File: config.mk
export PLATFORM = sky130hd
export DESIGN_NAME = polygon_scanline_span_fill_top_flat
export DESIGN_NICKNAME = d
export VERILOG_FILES = /design/src/rtl/pssf_pkg.sv /design/src/rtl/pssf_if.sv /design/src/rtl/polygon_scanline_span_fill_top.sv /design/src/flat_wrapper.sv
export SDC_FILE = /design/constraint.sdc
export NUM_CORES = 2
export LEC_CHECK = 0
export BUFFER_PORTS_ARGS = -buffer_cell sky130_fd_sc_hd__buf_2
export CORE_UTILIZATION = 62
export DETAILED_ROUTE_END_ITERATION = 10
export GPL_ROUTABILITY_DRIVEN = 0
export PLACE_DENSITY_LB_ADDON = 0.05
export SYNTH_ARGS = -nofsm -noshare
export SYNTH_HDL_FRONTEND = slang
export SYNTH_SLANG_ARGS = --single-unit
File: constraint.sdc
create_clock -name clk -period 7.18 [get_ports clk]
set_input_delay 0.718 -clock clk [delete_from_list [all_inputs] [get_ports clk]]
set_output_delay 0.718 -clock clk [all_outputs]
set_load 0.01 [all_outputs]
File: src/rtl/pssf_pkg.sv
// Shared constants and types for the polygon scanline span fill block.
package pssf_pkg;

  localparam int CoordW = 14;
  localparam int DimW   = 13;
  localparam int RowW   = 12;
  localparam int ProdW  = 28;

  typedef logic [1:0] op_t;

  localparam op_t OP_CLEAR  = 2'd0;
  localparam op_t OP_APPEND = 2'd1;
  localparam op_t OP_QUERY  = 2'd2;

  localparam logic REG_WIDTH  = 1'b0;
  localparam logic REG_HEIGHT = 1'b1;

  typedef logic signed [CoordW-1:0] coord_t;
  typedef logic [DimW-1:0] dim_t;

endpackage

File: src/rtl/pssf_if.sv
// Valid/ready channel interfaces for command beats and span beats.
interface pssf_cmd_if;
  import pssf_pkg::*;
  logic   valid;
  logic   ready;
  op_t    operation;
  coord_t vertex_x;
  coord_t vertex_y;
  logic [RowW-1:0] row;
  modport source (output valid, operation, vertex_x, vertex_y, row, input ready);
  modport sink (input valid, operation, vertex_x, vertex_y, row, output ready);
endinterface

interface pssf_span_if;
  import pssf_pkg::*;
  logic   valid;
  logic   ready;
  dim_t   span_start;
  coord_t span_end;
  logic   has_span;
  logic   last;
  modport source (output valid, span_start, span_end, has_span, last, input ready);
  modport sink (input valid, span_start, span_end, has_span, last, output ready);
endinterface

File: src/rtl/polygon_scanline_span_fill_top.sv
// Top level of the even-odd scanline polygon span fill block.
// A row query walks every polygon edge with one shared multiplier and a one-bit-per-cycle
// divider; each crossing takes a 28-step division and then, while the crossing memory has
// room, an insertion into the sorted crossing memory. Spans then leave one after another,
// read through the single read port of the crossing memory. Out-of-range or empty rows give
// one empty last beat. Vertex and crossing memories need no clearing after reset.
module polygon_scanline_span_fill_top #(
  parameter int MAX_VERTICES = 64
) (
  input  logic                 clk,
  input  logic                 rst,
  pssf_cmd_if.sink             cmd,
  pssf_span_if.source          span,
  input  logic                 psel,
  input  logic                 penable,
  input  logic                 pwrite,
  input  logic [2:0]           paddr,
  input  logic [31:0]          pwdata,
  output logic [31:0]          prdata,
  output logic                 pready
);
  import pssf_pkg::*;

  localparam int AW = (MAX_VERTICES > 1) ? $clog2(MAX_VERTICES) : 1;
  localparam int CW = $clog2(MAX_VERTICES + 1);

  localparam logic [3:0] S_IDLE  = 4'd0;
  localparam logic [3:0] S_PREV  = 4'd1;
  localparam logic [3:0] S_PREVW = 4'd2;
  localparam logic [3:0] S_RD    = 4'd3;
  localparam logic [3:0] S_EDGE  = 4'd4;
  localparam logic [3:0] S_MUL   = 4'd5;
  localparam logic [3:0] S_DIV   = 4'd6;
  localparam logic [3:0] S_FIN   = 4'd7;
  localparam logic [3:0] S_INS   = 4'd8;
  localparam logic [3:0] S_INSC  = 4'd9;
  localparam logic [3:0] S_E0    = 4'd10;
  localparam logic [3:0] S_E1    = 4'd11;
  localparam logic [3:0] S_E2    = 4'd12;
  localparam logic [3:0] S_EMPTY = 4'd13;

  dim_t screen_width;
  dim_t screen_height;

  logic [3:0]  state;
  logic [CW-1:0] vcnt;
  logic [CW-1:0] ei;
  logic [CW-1:0] xn;
  logic [CW-1:0] k;
  logic [CW-1:0] ea;
  logic [RowW-1:0] row_r;
  coord_t xi, xj, yj, xv, sa;
  logic [CoordW-1:0] dy_mag, dx_mag, den;
  logic qneg;
  logic [ProdW-1:0] dvd;
  logic [CoordW-1:0] rem;
  logic [4:0] dcnt;

  logic [2*CoordW-1:0] vmem [MAX_VERTICES];
  coord_t cmem [MAX_VERTICES];
  logic [2*CoordW-1:0] vrd;
  coord_t crd;
  logic [AW-1:0] vaddr, caddr, cwaddr;
  logic vwe, cwe;
  coord_t cwdata;

  logic   out_valid;
  dim_t   out_start;
  coord_t out_end;
  logic   out_has, out_last;
  logic   slot_free;
  logic   out_load;

  coord_t vx, vy;
  logic signed [CoordW:0] rs, yis, yjs, xis, xjs, dy, dx, dd, q15, x15, trial_s;
  logic [CoordW:0] trial;
  logic crossing;
  logic cmd_acc;
  coord_t wmax, e_cl;
  dim_t s_cl;
  logic pair_last;

  assign pready = 1'b1;
  assign prdata = (paddr[2] == REG_HEIGHT) ? {{(32-DimW){1'b0}}, screen_height}
                                           : {{(32-DimW){1'b0}}, screen_width};

  always_ff @(posedge clk) begin
    if (rst) begin
      screen_width  <= dim_t'(1920);
      screen_height <= dim_t'(1080);
    end else if (psel && penable && pwrite) begin
      if (paddr[2] == REG_HEIGHT) begin
        screen_height <= pwdata[DimW-1:0];
      end else begin
        screen_width <= pwdata[DimW-1:0];
      end
    end
  end

  assign cmd.ready = (state == S_IDLE);
  assign cmd_acc   = cmd.valid && cmd.ready;
  assign slot_free = !out_valid || span.ready;
  assign out_load  = slot_free && ((state == S_E2) || (state == S_EMPTY));

  assign span.valid      = out_valid;
  assign span.span_start = out_start;
  assign span.span_end   = out_end;
  assign span.has_span   = out_has;
  assign span.last       = out_last;

  assign vx  = vrd[2*CoordW-1:CoordW];
  assign vy  = vrd[CoordW-1:0];
  assign rs  = $signed({3'b000, row_r});
  assign yis = {vy[CoordW-1], vy};
  assign yjs = {yj[CoordW-1], yj};
  assign xis = {vx[CoordW-1], vx};
  assign xjs = {xj[CoordW-1], xj};
  assign dy  = rs - yis;
  assign dx  = xjs - xis;
  assign dd  = yjs - yis;
  assign crossing = ((yis < rs) && (yjs >= rs)) || ((yjs < rs) && (yis >= rs));

  assign trial   = {rem, dvd[ProdW-1]};
  assign trial_s = qneg ? -$signed({1'b0, dvd[CoordW-1:0]}) : $signed({1'b0, dvd[CoordW-1:0]});
  assign q15     = trial_s;
  assign x15     = {xi[CoordW-1], xi} + q15;

  assign wmax  = coord_t'($signed({1'b0, screen_width}) - 14'sd1);
  assign s_cl  = sa[CoordW-1] ? '0 : sa[DimW-1:0];
  assign e_cl  = (crd > wmax) ? wmax : crd;
  assign pair_last = ({1'b0, ea} + (CW+1)'(3)) >= {1'b0, xn};

  always_comb begin
    vaddr  = vcnt[AW-1:0];
    vwe    = 1'b0;
    caddr  = ea[AW-1:0];
    cwe    = 1'b0;
    cwaddr = k[AW-1:0];
    cwdata = xv;
    case (state)
      S_IDLE: begin
        vwe = cmd_acc && (cmd.operation == OP_APPEND) && (vcnt < CW'(MAX_VERTICES));
      end
      S_PREV: vaddr = AW'(vcnt - CW'(1));
      S_RD: vaddr = ei[AW-1:0];
      S_INS: begin
        caddr = AW'(k - CW'(1));
        cwe   = (k == '0);
      end
      S_INSC: begin
        cwe    = 1'b1;
        cwdata = (crd > xv) ? crd : xv;
      end
      S_E1, S_E2: caddr = AW'(ea + CW'(1));
      default: ;
    endcase
  end

  always_ff @(posedge clk) begin
    if (vwe) begin
      vmem[vaddr] <= {cmd.vertex_x, cmd.vertex_y};
    end
    vrd <= vmem[vaddr];
    if (cwe) begin
      cmem[cwaddr] <= cwdata;
    end
    crd <= cmem[caddr];
  end

  always_ff @(posedge clk) begin
    if (rst) begin
      out_valid <= 1'b0;
    end else if (out_load) begin
      out_valid <= 1'b1;
    end else if (span.ready) begin
      out_valid <= 1'b0;
    end
  end

  always_ff @(posedge clk) begin
    if (rst) begin
      state     <= S_IDLE;
      vcnt      <= '0;
      xn        <= '0;
    end else begin
      case (state)
        S_IDLE: begin
          if (cmd_acc) begin
            row_r <= cmd.row;
            case (cmd.operation)
              OP_CLEAR: vcnt <= '0;
              OP_APPEND: begin
                if (vcnt < CW'(MAX_VERTICES)) begin
                  vcnt <= vcnt + CW'(1);
                end
              end
              OP_QUERY: begin
                xn <= '0;
                ei <= '0;
                if (({1'b0, cmd.row} >= screen_height) || (vcnt == '0)) begin
                  state <= S_EMPTY;
                end else begin
                  state <= S_PREV;
                end
              end
              default: ;
            endcase
          end
        end
        S_PREV: state <= S_PREVW;
        S_PREVW: begin
          xj    <= vx;
          yj    <= vy;
          state <= S_RD;
        end
        S_RD: state <= S_EDGE;
        S_EDGE: begin
          xi <= vx;
          xj <= vx;
          yj <= vy;
          dy_mag <= dy[CoordW] ? CoordW'(-dy) : dy[CoordW-1:0];
          dx_mag <= dx[CoordW] ? CoordW'(-dx) : dx[CoordW-1:0];
          den    <= dd[CoordW] ? CoordW'(-dd) : dd[CoordW-1:0];
          qneg   <= dy[CoordW] ^ dx[CoordW] ^ dd[CoordW];
          if (crossing) begin
            state <= S_MUL;
          end else if (ei == vcnt - CW'(1)) begin
            ea    <= '0;
            state <= (xn < CW'(2)) ? S_EMPTY : S_E0;
          end else begin
            ei    <= ei + CW'(1);
            state <= S_RD;
          end
        end
        S_MUL: begin
          dvd   <= dy_mag * dx_mag;
          rem   <= '0;
          dcnt  <= '0;
          state <= S_DIV;
        end
        S_DIV: begin
          if (trial >= {1'b0, den}) begin
            rem <= CoordW'(trial - {1'b0, den});
            dvd <= {dvd[ProdW-2:0], 1'b1};
          end else begin
            rem <= trial[CoordW-1:0];
            dvd <= {dvd[ProdW-2:0], 1'b0};
          end
          dcnt <= dcnt + 5'd1;
          if (dcnt == 5'(ProdW - 1)) begin
            state <= S_FIN;
          end
        end
        S_FIN: begin
          xv <= x15[CoordW-1:0];
          k  <= xn;
          if (xn == CW'(MAX_VERTICES)) begin
            if (ei == vcnt - CW'(1)) begin
              ea    <= '0;
              state <= S_E0;
            end else begin
              ei    <= ei + CW'(1);
              state <= S_RD;
            end
          end else begin
            state <= S_INS;
          end
        end
        S_INS: begin
          if (k == '0) begin
            xn <= xn + CW'(1);
            if (ei == vcnt - CW'(1)) begin
              ea    <= '0;
              state <= ((xn + CW'(1)) < CW'(2)) ? S_EMPTY : S_E0;
            end else begin
              ei    <= ei + CW'(1);
              state <= S_RD;
            end
          end else begin
            state <= S_INSC;
          end
        end
        S_INSC: begin
          if (crd > xv) begin
            k     <= k - CW'(1);
            state <= S_INS;
          end else begin
            xn <= xn + CW'(1);
            if (ei == vcnt - CW'(1)) begin
              ea    <= '0;
              state <= ((xn + CW'(1)) < CW'(2)) ? S_EMPTY : S_E0;
            end else begin
              ei    <= ei + CW'(1);
              state <= S_RD;
            end
          end
        end
        S_E0: state <= S_E1;
        S_E1: begin
          sa    <= crd;
          state <= S_E2;
        end
        S_E2: begin
          if (slot_free) begin
            out_start <= s_cl;
            out_end   <= e_cl;
            out_has   <= 1'b1;
            out_last  <= pair_last;
            ea        <= ea + CW'(2);
            state     <= pair_last ? S_IDLE : S_E0;
          end
        end
        S_EMPTY: begin
          if (slot_free) begin
            out_start <= '0;
            out_end   <= '0;
            out_has   <= 1'b0;
            out_last  <= 1'b1;
            state     <= S_IDLE;
          end
        end
        default: state <= S_IDLE;
      endcase
    end
  end

`ifndef SYNTH
  a_vcnt_cap: assert property (@(posedge clk) disable iff (rst)
    vcnt <= CW'(MAX_VERTICES)) else $error("vertex count above capacity");
  a_xn_edges: assert property (@(posedge clk) disable iff (rst)
    (state != S_IDLE) |-> (xn <= vcnt)) else $error("more crossings than edges");
  a_clear: assert property (@(posedge clk) disable iff (rst)
    (cmd_acc && (cmd.operation == OP_CLEAR)) |=> (vcnt == '0)) else $error("clear failed");
  a_empty_last: assert property (@(posedge clk) disable iff (rst)
    (out_valid && !out_has) |-> out_last) else $error("empty beat not last");
`endif

endmodule
File: src/flat_wrapper.sv
// flat-port wrapper written by rule: the top's interface ports become plain ports
module polygon_scanline_span_fill_top_flat import pssf_pkg::*;
#(
  parameter int MAX_VERTICES = 64
)
  (clk, rst, psel, penable, pwrite, paddr, pwdata, prdata, pready, cmd_valid, cmd_operation, cmd_vertex_x, cmd_vertex_y, cmd_row, cmd_ready, span_valid, span_span_start, span_span_end, span_has_span, span_last, span_ready);
  pssf_cmd_if cmd_i ();
  pssf_span_if span_i ();
  input  logic clk;
  input  logic rst;
  input  logic psel;
  input  logic penable;
  input  logic pwrite;
  input  logic [2:0] paddr;
  input  logic [31:0] pwdata;
  output logic [31:0] prdata;
  output logic pready;
  input wire logic [$bits(cmd_i.valid)-1:0] cmd_valid;
  input wire logic [$bits(cmd_i.operation)-1:0] cmd_operation;
  input wire logic [$bits(cmd_i.vertex_x)-1:0] cmd_vertex_x;
  input wire logic [$bits(cmd_i.vertex_y)-1:0] cmd_vertex_y;
  input wire logic [$bits(cmd_i.row)-1:0] cmd_row;
  output wire logic [$bits(cmd_i.ready)-1:0] cmd_ready;
  output wire logic [$bits(span_i.valid)-1:0] span_valid;
  output wire logic [$bits(span_i.span_start)-1:0] span_span_start;
  output wire logic [$bits(span_i.span_end)-1:0] span_span_end;
  output wire logic [$bits(span_i.has_span)-1:0] span_has_span;
  output wire logic [$bits(span_i.last)-1:0] span_last;
  input wire logic [$bits(span_i.ready)-1:0] span_ready;
  assign cmd_i.valid = cmd_valid;
  assign cmd_i.operation = cmd_operation;
  assign cmd_i.vertex_x = cmd_vertex_x;
  assign cmd_i.vertex_y = cmd_vertex_y;
  assign cmd_i.row = cmd_row;
  assign cmd_ready = cmd_i.ready;
  assign span_valid = span_i.valid;
  assign span_span_start = span_i.span_start;
  assign span_span_end = span_i.span_end;
  assign span_has_span = span_i.has_span;
  assign span_last = span_i.last;
  assign span_i.ready = span_ready;
  polygon_scanline_span_fill_top #(.MAX_VERTICES(MAX_VERTICES)) u_core (.clk(clk), .rst(rst), .cmd(cmd_i), .span(span_i), .psel(psel), .penable(penable), .pwrite(pwrite), .paddr(paddr), .pwdata(pwdata), .prdata(prdata), .pready(pready));
endmodule
; Yosys cells after proc, flatten, opt, wreduce, memory -nomap -nowiden
; Memories as Yosys holds them, arrays and structs flattened. A register that Yosys moved wholly into a read port is not among the register bits.
; Index checks and enable logic that the tools add are counted.
[op_classes]
eq_ne = 29
add_sub_neg = 19
n_bitwise = 4
muxes = 74
reduce_logical = 42
n_lt_le_gt_ge = 12
multipliers = 1
[op_table]
columns = operator, count
row1 = $mux 14, 10
row2 = $mux 7, 17
row3 = $pmux 7 s5, 2
row4 = $mux 4, 14
row5 = $neg 14->14, 4
row6 = $pmux 14 s2, 2
row7 = $pmux 28 s2, 1
row8 = $pmux 4 s14, 1
row9 = $mux 13, 4
row10 = $sub 14x14->15, 2
row11 = $ge 14x13->1, 2
row12 = $gt 14x14->1, 2
row13 = $lt 14x13->1, 2
row14 = $mul 14x14->28, 1
row15 = $pmux 7 s2, 2
row16 = $pmux 13 s2, 1
row17 = $eq 4x4->1 const B, 6
row18 = $pmux 6 s2, 2
row19 = $add 7x1->7 const B, 3
row20 = $pmux 7 s3, 1
row21 = $eq 4x3->1 const B, 4
row22 = $ge 15x14->1, 1
row23 = $sub 13x14->15, 1
row24 = $add 14x14->14, 1
row25 = 42 further kinds, 95
[totals]
output_inout_bits = 64
mem_bits_rw = 2688
inputBits = 84
elab_cells = 209
n_memories = 2
ff_bits = 267
[memory_table]
columns = memory, words, word_bits, rd, rd_ports_with_merged_regs, wr, line_no
row1 = u_core.vmem, 64, 28, 1, 1, 1, polygon_scanline_span_fill_top.sv:59  ; logic [2*CoordW-1:0] vmem [MAX_VERTICES];
row2 = u_core.cmem, 64, 14, 1, 1, 1, polygon_scanline_span_fill_top.sv:60  ; coord_t cmem [MAX_VERTICES];

; Logic depth before layout (Yosys ltp)
[logic_depth]
word_depth = 7
ltp_mapped = 24
depth_no_buf = 23

; Least setup slack after synthesis
; Ideal clock, no wire load.
[synth_timing]
kind = flip-flop to flip-flop
startpoint = reg u_core.dx_mag[2]
endpoint = reg u_core.dvd[25], data pin
setup_ns = 0.270
path_buffers = 1
synth_period_minus_slack_ns = 6.447
stages_incl_launch_ff = 25
required_ns = 6.910
arrival_time_ns = 6.176
path_slack_ns = 0.733
path_cell_list = edfxtp_1 clkbuf_1 and2_1 fa_1 inv_1 fa_1 inv_1 fa_1 inv_1 fa_1 inv_1 fa_1 inv_1 fa_1 inv_1 ha_1 o21a_1 a221o_1 a21oi_1 o211ai_1 a2111oi_0 o31ai_1 a31oi_1 xor2_1 a21oi_1
[synth_between]
elab_chain_len = 2
[synth_rtl]
columns = item, line_no
row1 = from (decl), polygon_scanline_span_fill_top.sv:53  ; logic [CoordW-1:0] dy_mag, dx_mag, den;
row2 = from (signal assigned), polygon_scanline_span_fill_top.sv:222  ; dx_mag <= dx[CoordW] ? CoordW'(-dx) : dx[CoordW-1:0];
row3 = $mul 14x14->28, polygon_scanline_span_fill_top.sv:236  ; dvd <= dy_mag * dx_mag;
row4 = $pmux 28 s2, polygon_scanline_span_fill_top.sv:186  ; case (state)
row5 = to (signal assigned), polygon_scanline_span_fill_top.sv:236
row6 = to (signal assigned), polygon_scanline_span_fill_top.sv:244  ; dvd <= {dvd[ProdW-2:0], 1'b1};
row7 = to (signal assigned), polygon_scanline_span_fill_top.sv:247  ; dvd <= {dvd[ProdW-2:0], 1'b0};
row8 = to (decl), polygon_scanline_span_fill_top.sv:55  ; logic [ProdW-1:0] dvd;
; No other way between the ends.
; A chain may end at the register's enable or synchronous reset.

; Worst setup path in the final report
; Ends and elaborated chain as after synthesis.

==> results.ini <==
[timing]
fin_crit_ns=6.79
finalHoldViolCount=0
clock_skew_ns=0.0617
setup_violations=0
tightestPinTransition_ns=1.31
post-route-period-util_pct=94.6
slew_viol_final=0
fin_setup_tns_ns=0
fmax_mhz=147
rsz0062_at_grt=false
timing.hold.ws_ns=0.0579
slew_headroom_pct=12.7

[clock_tree]
clkSinkCount=2996
cts_root_buf=clkbuf_16
cts-buffers-inserted=318
h-tree-depth=5
clkTransAtPathRegs_ns=0.06
clk_path_buf_depth=4
clk_latency_ns=0.96
cts_tree=yes

[grt]
grt_pass1_vias=75500
grt_max_degree=112
gr-usage-all-layers_pct=33.9
antenna_found_initial=12
overflow=0
grt_pass1_wl_um=506000

[finish]
multi_input_area_um2=35200
fin_nets=9442
fillers=13600
seq_area_um2=89100
area_growth_pct=12.0
drive_above_1_share_pct=10.8

[floorplanning]
rows=165
boundaryPins=148
core_um2=203000
start_util_pct=62.5
dieHeight_um=454
dieArea_um2=206000
die_w_um=454

[worst_setup_path]
r2r_cells=24
r2r_start=u_core.dx_mag[2]
cp_max_fo=11
critPathLaunchType=flop
ff2ff_setup_slack_ns=0.39
startpoint=u_core.dx_mag[2]
critical_path_class=flop to flop
crit_required_ns=7.84
endpoint_kind=flop
crit_arrival_ns=7.45
timing.rr.end=u_core.dvd[25]

[placed_design]
hpwl_um=208000
io_buffers=106

[run]
drv_cap=0

[power]
fin_total_pwr_mw=61.7
power_density_nw_per_um2=435
swShare_pct=36.5
seqPwrFrac_pct=34.0
p_comb_share_pct=40.3
p_clk_share_pct=25.6
internal_power_mw=39.2
ir_worst_vdd_v=0.00132
leakagePower_nw=48.2
switching_power_mw=22.5

[logic_synthesis]
ys_ff_latch=2996
synthFlopType=edfxtp_1
synth_warnings=0
post_synth_xor_area_fraction_pct=1.14
synth-async-reset-ratio_pct=0
postSynthCellCount=8756
seq_area_frac_synth_pct=70.3
synth-edff-count=2909
synth_compound_area_share_pct=11.1
syn_area_um2=127000
synth_fa_ha_area_share_pct=4.58
synth-simple-area-share_pct=6.99
synth_mux_area_share_pct=3.13
synth_top_family_by_area=compound AO/OA/AOI/OAI gates
avgSynthCellArea_um2=14.5
synth_cell_types=89

[routing]
drt_pre_antenna_iters=6
drcViolationCount=0
drtIter0Drc=9938
drtAntennaViolNets=0
totalWireLength_um=351000
via_per_inst=6.55
dr_total_vias=78000
wl_per_cell_um=29.5

[status]
status=finished clean

[worst_hold_path]
hold_end=u_core.screen_height[11]
hold_class=input pin to flop
whs_path_depth=3
hold_start=pwdata[11]

-- metrics by stage --
| step | cell area, um^2 | std cells | utilization [%] | worst slack [ns] |
|---|---|---|---|---|
| finish | 142000 | 11900 | 70.0 | 0.391 |
| global route | 142000 | 11900 | 70.0 | 0.0863 |
| CTS | 142000 | 11900 | 70.0 | 0.255 |
| detailed placement | 132000 | 11300 | 65.0 | 0.280 |
| global placement | 132000 | 11300 | 65.0 | 0.325 |
| floorplan | 127000 | 8774 | - | 0.733 |
-- flip-flops by register name, summed over array words and instances (netlist names), 28 cells and up --
name         cells
u_core.vmem   1792
u_core.dvd      28
u_core.vrd      28
u_core.cmem    896
-- power by group through the flow --
stage / clock, mW / combinational [mW] / sequential [mW]
2_1_floorplan: 0 / 17.0 / 21.1
3_3_place_gp: 0 / 24.0 / 21.3
3_5_place_dp: 0 / 24.4 / 21.4
4_1_cts: 15.9 / 24.6 / 21.0
5_1_grt: 16.6 / 27.3 / 21.0
6_report: 15.8 / 24.9 / 21.0
-- critical path: stages, from the launching register on --
cell	delay (ns)
edfxtp_1	0.54
and2_1	0.26
fa_1	0.53
inv_1	0.05
fa_1	0.47
inv_1	0.05
fa_1	0.50
inv_1	0.06
fa_1	0.52
inv_1	0.05
fa_1	0.47
inv_1	0.05
fa_1	0.47
inv_1	0.04
ha_1	0.34
and4_1	0.23
a221o_1	0.29
a21oi_1	0.24
o211ai_1	0.27
a2111oi_2	0.38
buf_4	0.17
o31ai_1	0.09
a31oi_1	0.21
xor2_1	0.16
a21oi_1	0.09
-- Yosys cell counts, types with 29 or more instances --
cell type	count	area (um^2)
a21oi_1	354	1770
dfxtp_1	87	1740
buf_4	30	225
ha_1	230	2880
o221ai_1	39	342
a221o_1	33	330
mux2i_1	366	3660
clkbuf_1	281	1050
nand3_1	47	235
xnor2_1	115	1010
o21ai_1	34	170
buf_2	149	746
a211oi_1	449	3370
a22oi_1	472	3540
xor2_1	50	438
o22ai_1	87	544
nor3_1	39	195
nand2_1	952	3570
a221oi_1	54	473
inv_1	314	1180
a31oi_1	142	888
a21o_1	33	248
or3_1	29	181
nor2_1	315	1180
nand4_1	54	338
o21ai_0	234	1170
fa_1	146	2920
buf_1	51	191
edfxtp_1	2909	87400
and2_1	335	2100
-- layout make-up --
class	instances	area share [%]
antenna	19	0.0335
clock buffer	413	6.09
clock inverter	134	0.877
inverter	316	0.836
multi-input combinational	4948	24.8
sequential	2996	62.8
tap	2672	2.36
timing repair buffer	402	2.23
-- per-layer routing --
metal | GRT usage (%) | vias to the layer above | share of wire [%]
met1 | 46.2 | 39100 | 39
met2 | 53.7 | 4207 | 47
met5 | 0 | - | 0.0074
met3 | 5.63 | 751 | 9.4
met4 | 15.8 | 4 | 5.1
li1 | - | 33900 | -
-- placed cells by master, fill, tap and decap left out, types with 29 or more instances in the layout --
cell       instances
a211oi_1         449
a21o_1            33
a21oi_1          352
a221o_1           33
a221oi_1          54
a22oi_1          472
a31oi_1          142
and2_1           335
buf_12            29
buf_2            106
buf_4            250
clkbuf_1          74
clkbuf_16        329
clkinv_1          52
clkinv_2          49
dfxtp_1           87
edfxtp_1        2909
fa_1             146
ha_1             230
inv_1            314
mux2i_1          366
nand2_1          952
nand3_1           46
nand4_1           54
nor2_1           218
nor2_2            31
nor2_4            73
nor3_1            37
o21ai_0          220
o21ai_1           31
o221ai_1          39
o22ai_1           87
or3_1             29
xnor2_1          115
xor2_1            50
-- cells by family after synthesis --
group / count (synthesis)
AOI/OAI and AO/OA: 2072
xor gates and xnor gates: 165
adders and majority gates: 376
buffers and inverters: 830
DFF: 2996
muxes: 393
other: 2
and+or+nand+nor: 1922
-- worst max-delay path by stage --
stage,depth (start not counted),slack [ns],end
6_report,24,0.39,u_core.dvd[25]
5_1_grt,24,0.09,u_core.dvd[25]
4_1_cts,24,0.25,u_core.dvd[25]
3_5_place_dp,24,0.28,u_core.dvd[25]
3_3_place_gp,24,0.33,u_core.dvd[25]
2_1_floorplan,24,0.73,u_core.dvd[25]
-- what timing repair did --
item / in CTS / in global routing
setup buffers: 0 / 1
gates resized for setup: 0 / 2
hold buffers: 17 / 0
endpoints found under the setup margin: 0 / 2
hold endpoints to repair: 17 / 0
Power figures use the tool's default switching activity.
